`src/hdl/spr_pkg.sv`:
```
// Shared types and codes for the source position run table.
// No dependencies; used by spr_search, the top level and the bench.
package spr_pkg;

  typedef enum logic [1:0] {
    OP_TRACKED   = 2'd0,
    OP_UNTRACKED = 2'd1,
    OP_LOOKUP    = 2'd2,
    OP_NONE      = 2'd3
  } op_t;

  typedef enum logic [1:0] {
    ST_OK           = 2'd0,
    ST_EMPTY        = 2'd1,
    ST_TABLE_FULL   = 2'd2,
    ST_COUNTER_FULL = 2'd3
  } st_t;

  typedef enum logic [1:0] {
    SR_IDLE,
    SR_STEP,
    SR_FETCH
  } srch_state_t;

  typedef struct packed {
    logic [1:0]  opcode;
    logic [15:0] src_row;
    logic [15:0] src_col;
    logic [2:0]  extra_bytes;
    logic [15:0] query_offset;
  } in_word_t;

  typedef struct packed {
    logic [15:0] found_row;
    logic [15:0] found_col;
    logic [15:0] found_offset;
    logic [16:0] byte_total;
    logic [1:0]  status;
  } out_word_t;

  // search engine status seen by the top level
  typedef struct packed {
    logic busy;
    logic done;
  } srch_stat_t;

endpackage

```
`src/hdl/spr_search.sv`:
```
// Binary search engine: walks the run table through the RAM read port.
// Depends on spr_pkg; the RAM itself lives in the top level.
module spr_search #(
  parameter int TABLE_DEPTH = 256,
  parameter int CNT_W       = 17
) (
  input  logic                             clk,
  input  logic                             rst,
  input  logic                             start,
  input  logic [$clog2(TABLE_DEPTH+1)-1:0] count,
  input  logic [15:0]                      query,
  output logic [$clog2(TABLE_DEPTH)-1:0]   rd_addr,
  input  logic [CNT_W-1:0]                 rd_offset,
  output spr_pkg::srch_stat_t              stat
);
  import spr_pkg::*;

  localparam int RC_W  = $clog2(TABLE_DEPTH + 1);
  localparam int IDX_W = $clog2(TABLE_DEPTH);
  localparam int CMP_W = CNT_W + 16;

  srch_state_t      state, state_next;
  logic [RC_W-1:0]  lo, lo_next, hi, hi_next, mid, mid_next;
  logic [15:0]      qry;
  logic [RC_W-1:0]  lo_n, hi_n;
  logic             gt;

  always_ff @(posedge clk) begin
    if (rst) begin
      state <= SR_IDLE;
    end else begin
      state <= state_next;
    end
    lo  <= lo_next;
    hi  <= hi_next;
    mid <= mid_next;
    if (state == SR_IDLE && start) begin
      qry <= query;
    end
  end

  always_comb begin
    state_next = state;
    lo_next    = lo;
    hi_next    = hi;
    mid_next   = mid;
    rd_addr    = mid[IDX_W-1:0];
    stat       = '0;
    gt         = CMP_W'(rd_offset) > CMP_W'(qry);
    lo_n       = gt ? lo : mid + RC_W'(1);
    hi_n       = gt ? mid : hi;
    unique case (state)
      SR_IDLE: begin
        if (start) begin
          lo_next    = '0;
          hi_next    = count;
          mid_next   = count >> 1;
          rd_addr    = mid_next[IDX_W-1:0];
          state_next = SR_STEP;
        end
      end
      SR_STEP: begin
        // rd_offset belongs to entry mid
        stat.busy = 1'b1;
        lo_next   = lo_n;
        hi_next   = hi_n;
        if (lo_n < hi_n) begin
          mid_next = lo_n + ((hi_n - lo_n) >> 1);
          rd_addr  = mid_next[IDX_W-1:0];
        end else begin
          // last entry not above the query, entry 0 when none
          mid_next   = (lo_n == '0) ? '0 : lo_n - RC_W'(1);
          rd_addr    = mid_next[IDX_W-1:0];
          state_next = SR_FETCH;
        end
      end
      SR_FETCH: begin
        stat.busy  = 1'b1;
        stat.done  = 1'b1;
        state_next = SR_IDLE;
      end
      default: begin
        state_next = SR_IDLE;
      end
    endcase
  end

endmodule

```
`config.mk`:
```
export PLATFORM = sky130hd
export DESIGN_NAME = spr_search
export DESIGN_NICKNAME = d
export VERILOG_FILES = /design/src/hdl/spr_pkg.sv /design/src/hdl/spr_search.sv
export SDC_FILE = /design/constraint.sdc
export NUM_CORES = 1
export LEC_CHECK = 0
export ABC_AREA = 1
export BUFFER_PORTS_ARGS = -buffer_cell sky130_fd_sc_hd__buf_2
export CAP_MARGIN = 20
export CORE_ASPECT_RATIO = 0.5
export CORE_UTILIZATION = 35
export DETAILED_ROUTE_END_ITERATION = 16
export SLEW_MARGIN = 40
export SYNTH_ARGS = -nofsm -noshare
export SYNTH_HDL_FRONTEND = slang
export SYNTH_SLANG_ARGS = --single-unit
```
`constraint.sdc`:
```
create_clock -name clk -period 6.05 [get_ports clk]
set_input_delay 1.21 -clock clk [delete_from_list [all_inputs] [get_ports clk]]
set_output_delay 1.21 -clock clk [all_outputs]
set_load 0.01 [all_outputs]
```
# ---- After elaboration in Yosys (flattened, before gate mapping)
# Cells that the tools add are included.
dict set report word_totals {
  in_bits 45
  elab_cells 40
  output_inout_bits 10
  reg_bits 45
}
dict set report classes {
  magnitude_cmp 2
  muxes 18
  add_sub_neg 4
  eq_ne 4
  reduce_logical 7
}
# cell count
set ops {}
lappend ops {{$mux W9} 7}
lappend ops {{$pmux W9 S2} 3}
lappend ops {{$gt A17 B16 Y1} 1}
lappend ops {{$mux W8} 2}
lappend ops {{$pmux W8 S2} 1}
lappend ops {{$add A9 B1 Y9 const B} 1}
lappend ops {{$add A9 B8 Y9} 1}
lappend ops {{$logic_not A9 Y1} 1}
lappend ops {{$lt A9 B9 Y1} 1}
lappend ops {{$sub A9 B1 Y9 const B} 1}
lappend ops {{$sub A9 B9 Y9} 1}
lappend ops {{$mux W2} 2}
lappend ops {{$ne A2 B2 Y1 const B} 2}
lappend ops {{$pmux W2 S2} 1}
lappend ops {{$reduce_and A2 Y1} 2}
lappend ops {{$eq A2 B1 Y1 const B} 1}
lappend ops {{$eq A2 B2 Y1 const B} 1}
lappend ops {{$logic_not A2 Y1} 1}
lappend ops {{$mux W1} 2}
lappend ops {{$reduce_bool A2 Y1} 1}
lappend ops {{$reduce_or A2 Y1} 1}
lappend ops {{$logic_and A1 B1 Y1} 1}

# ---- Depth between registers and ports, before layout
dict set report logic_depth {
  ltp_word 6
  depth_mapped 35
  depth_no_buf 33
}

# ---- Worst setup path before layout
# No wires, ideal clock.
dict set report synth_path {
  path_type {in2out}
  startpoint {input port rd_offset[15]}
  endpoint {output port rd_addr[6]}
  path_buffers 2
  setup_slack_ns -0.272
  stages 29
  arrival_time_ns 5.112
  required_time_ns 4.840
  cell_sequence {ha_1 > nand4_1 > nor2_2 > nand2_2 > nor2_4 > nand3_4 > nand2_4 > buf_6 > buf_2 > nor2_1 > a21oi_1 > ha_1 > inv_1 > fa_1 > nand3_1 > nand2_1 > xor2_1 > ha_1 > a21oi_1 > nand2_1 > nand2_1 > inv_1 > or2_2 > a21oi_1 > o21ai_0 > a21oi_1 > o21bai_1 > nand2_1 > nand3_1}
}
dict set report synth_via {
  elab_chain_cells 6
  elab_cells_between_ends 11
  cone_classes {add/sub: 3; order compare: 2; mux: 5; reduce/logical: 1}
}
# element line
set synth_rtl {}
lappend synth_rtl {{start, declared} spr_search.sv:13} ;# input logic [CNT_W-1:0] rd_offset,
lappend synth_rtl {{$gt A17 B16 Y1 *} spr_search.sv:49} ;# gt = CMP_W'(rd_offset) > CMP_W'(qry);
lappend synth_rtl {{$mux W9, on equally long branches} {spr_search.sv:51, spr_search.sv:50}}
lappend synth_rtl {{$sub A9 B9 Y9 (tied with other cells)} spr_search.sv:68} ;# mid_next = lo_n + ((hi_n - lo_n) >> 1);
lappend synth_rtl {{$add A9 B8 Y9 or $mux W9 (tied branches)} {spr_search.sv:68, spr_search.sv:72}}
lappend synth_rtl {{$mux W8 *} spr_search.sv:67} ;# if (lo_n < hi_n) begin
lappend synth_rtl {{$pmux W8 S2 *} spr_search.sv:52} ;# unique case (state)
lappend synth_rtl {{end, declared} spr_search.sv:12} ;# output logic [$clog2(TABLE_DEPTH)-1:0] rd_addr,
# Mark *: on every way between the ends. The rest lies on a longest branch, timed or not.

# ---- Final worst setup path
dict set report layout_path {
  startpoint {input port rd_offset[14]}
  endpoint {output port rd_addr[6]}
}
# The elaborated chain is that of the path after synthesis.

==> run metrics <==
status finished with violations; violated checks setup timing; number of global-route vias before repair around 3400; met1 usage a little over a quarter; DRT iter0 DRCs roughly 280; total iterations of the first detailed-routing run 4; share of the synthesized area in the top cell type between 30% and 40%; P per Cell Area 535 nW/um^2; final HPWL from detailed placement 7.79 mm; post-place setup slack -0.426 ns; Placed Cells incl. Taps just over 700; setup TNS after final layout -0.444 ns; Die Height about 77 um; Setup crit end kind primary output; Core ar. 10500 sq um; total power around 3 mW; routed length per instance ~15 um; min Tclk post-route ~6.2 ns; Worst Max-Slew Pin Slew a little over 0.8 ns; top-count cell post-synth nand2_1; max_cap viols 0; met2 usage between 30% and 40%; Slew HR between 40% and 50%; CTS tree built; # DRC 0; CP startpoint kind primary input; synth cell count leaders nand2_1, inv_1, edfxtp_1; filler instances slightly below 1000; num rows 26; Die Area 11600 sq um; Top Ports 55; ys async rst share 0%; Port Buffers 54; Synth area leaders edfxtp_1, ha_1, nand2_1; CTS H-Tree Depth 2; PnR worst setup slack -0.192 ns; WP data required roughly 4.8 ns; dominant register cell in the synthesized netlist edfxtp_1; ANT nets after route 0; first-pass GRT wire length approximately 17 mm; Seq cells post-synth 45; Num CTS Buffers 5; gr usage total about a fifth; GRT overflow 0; initial antenna violation count 0; RSZ-0062 raised after global routing true; FMAX roughly 160 MHz; VDD IR-drop max 0.193 mV; Yosys cell types 38; busiest grt layer met2; yosys warns 0; Final period util 103%; largest net degree at the start of global routing 29; routed wire length between 10 and 15 mm; layout cells sized above 1 40.2%; skew final about 0.0067 ns; die width 151 um; Via Count approximately 3700; clk root buf clkbuf_16; Layout Nets 694; pins over their slew limit 0; static leakage ~2.6 nW; Inserted Diodes 0; Via-to-Cell Ratio between 4 and 5; Critical Setup Path Class in -> out; worst min path class reg -> reg; Synth area leader edfxtp_1; Clock Latency Late Sink about 0.30 ns; clk slew on worst S/H paths about 0.070 ns; number of synthesized flops with an enable pin 43; Starting Density 37.0%; sequential fraction of the synthesis area 34.2%; cells after synthesis 480; worst-case clock buffer depth 2; WP data arrival about 5 ns; Setup Viol. Count Final 3; global placer's final weighted congestion just under 0.9; syn avg cell area 8.11 sq um; final hold slack slightly below 0.5 ns; Final Hold Vio Count 0; post-route insts no fill 749; crit path max fanout 6; post-synth net total 566; Area Growth Syn to Fin 43.0%; Syn Std Cell Area approximately 3900 sq um; met3 global-route usage under 10%; clk sinks 45
## cell families after synthesis
family / share of synthesized area (%)
adders and majority gates: 13.6
DFF: 34.2
and+or+nand+nor: 30.2
AOI/OAI and AO/OA: 8.55
xor gates and xnor gates: 4.28
muxes: 0.579
buffers and inverters: 8.58
## flip-flops by register name, summed over array words and instances (netlist names)
signal and flops:
state 2, hi 9, lo 9, mid 9, qry 16
## critical path: stages
cell and delay [ns]:
buf_6 0.10, ha_4 0.26, nand4_1 0.14, nor2_4 0.17, nand2_2 0.07, nor2_4 0.09, nand3_4 0.14, nand2_8 0.13
nor2_4 0.05, a21oi_4 0.15, ha_4 0.16, inv_2 0.04, fa_2 0.55, ha_4 0.14, inv_2 0.04, fa_2 0.35
nand3b_1 0.19, nand2_2 0.09, nand2_1 0.05, inv_1 0.07, or2_4 0.13, a21oi_4 0.05, buf_4 0.14, a21oi_2 0.13
o21bai_1 0.13, nand2_1 0.09, nand3_2 0.08, buf_6 0.10
## layout by cell type, fill, tap and decap left out, types with 5 or more instances in the layout
| cell type | count |
|---|---|
| inv_1 | 66 |
| nand3_2 | 6 |
| nand3b_1 | 7 |
| buf_4 | 67 |
| a21oi_1 | 13 |
| ha_4 | 21 |
| clkbuf_16 | 5 |
| buf_6 | 14 |
| nand3_1 | 23 |
| nand2_2 | 28 |
| buf_2 | 45 |
| inv_2 | 6 |
| nand4_1 | 8 |
| ha_1 | 18 |
| o21ai_0 | 11 |
| nor2_4 | 7 |
| nand2_1 | 95 |
| a21oi_2 | 7 |
| xor2_1 | 16 |
| nor2_1 | 37 |
| a22oi_1 | 6 |
| o21ai_1 | 7 |
| nand2_4 | 9 |
| edfxtp_1 | 43 |
## what timing repair did
item                       in CTS  in global routing
pin swaps                      31                 12
resized for setup              55                 22
setup endpoints to repair       6                  8
cloned                          1                  0
hold buffers                    0                  0
buffers inserted               18                  8
## cell type report
| type | instances | area [sq um] | share of cell area (%) |
|---|---|---|---|
| multi-input combinational | 354 | 2690 | 48.3 |
| sequential | 45 | 1330 | 23.9 |
| timing repair buffer | 128 | 921 | 16.5 |
| inverter | 74 | 280 | 5.04 |
| tap | 140 | 175 | 3.15 |
| clock buffer | 6 | 129 | 2.32 |
| clock inverter | 2 | 38.8 | 0.697 |
## path summary, 6_finish.rpt
check | start | to | slack [ns] | depth (start not counted)
max | rd_offset[14] | rd_addr[6] | -0.19 | 28
min | state[0]$_SDFFE_PP0P_ | state[0]$_SDFFE_PP0P_ | 0.48 | 2
max reg2reg | qry[14]$_DFFE_PP_ | mid[8]$_SDFFCE_PN0P_ | 1.50 | 31
min reg2reg | state[0]$_SDFFE_PP0P_ | state[0]$_SDFFE_PP0P_ | 0.48 | 2
## through the flow
stage | util, % | cell area, sq um
3_3_place_gp | 45.1 | 4740
5_1_grt | 53.0 | 5570
3_5_place_dp | 45.1 | 4740
6_report | 53.0 | 5570
4_1_cts | 51.4 | 5400
2_1_floorplan | - | 4000
## power breakdown
| group | switching, mW | internal, mW |
|---|---|---|
| clock network | 0.129 | 0.196 |
| logic | 1.13 | 1.02 |
| registers | 0.0515 | 0.444 |
| total | 1.31 | 1.66 |
## layer usage
layer  up-vias  wire length [um]
li1       1836                 -
met1      1697              5050
met2       127              4910
met3         9               842
met4         0               104
met5         -                 0
Power figures use the tool's default switching activity.
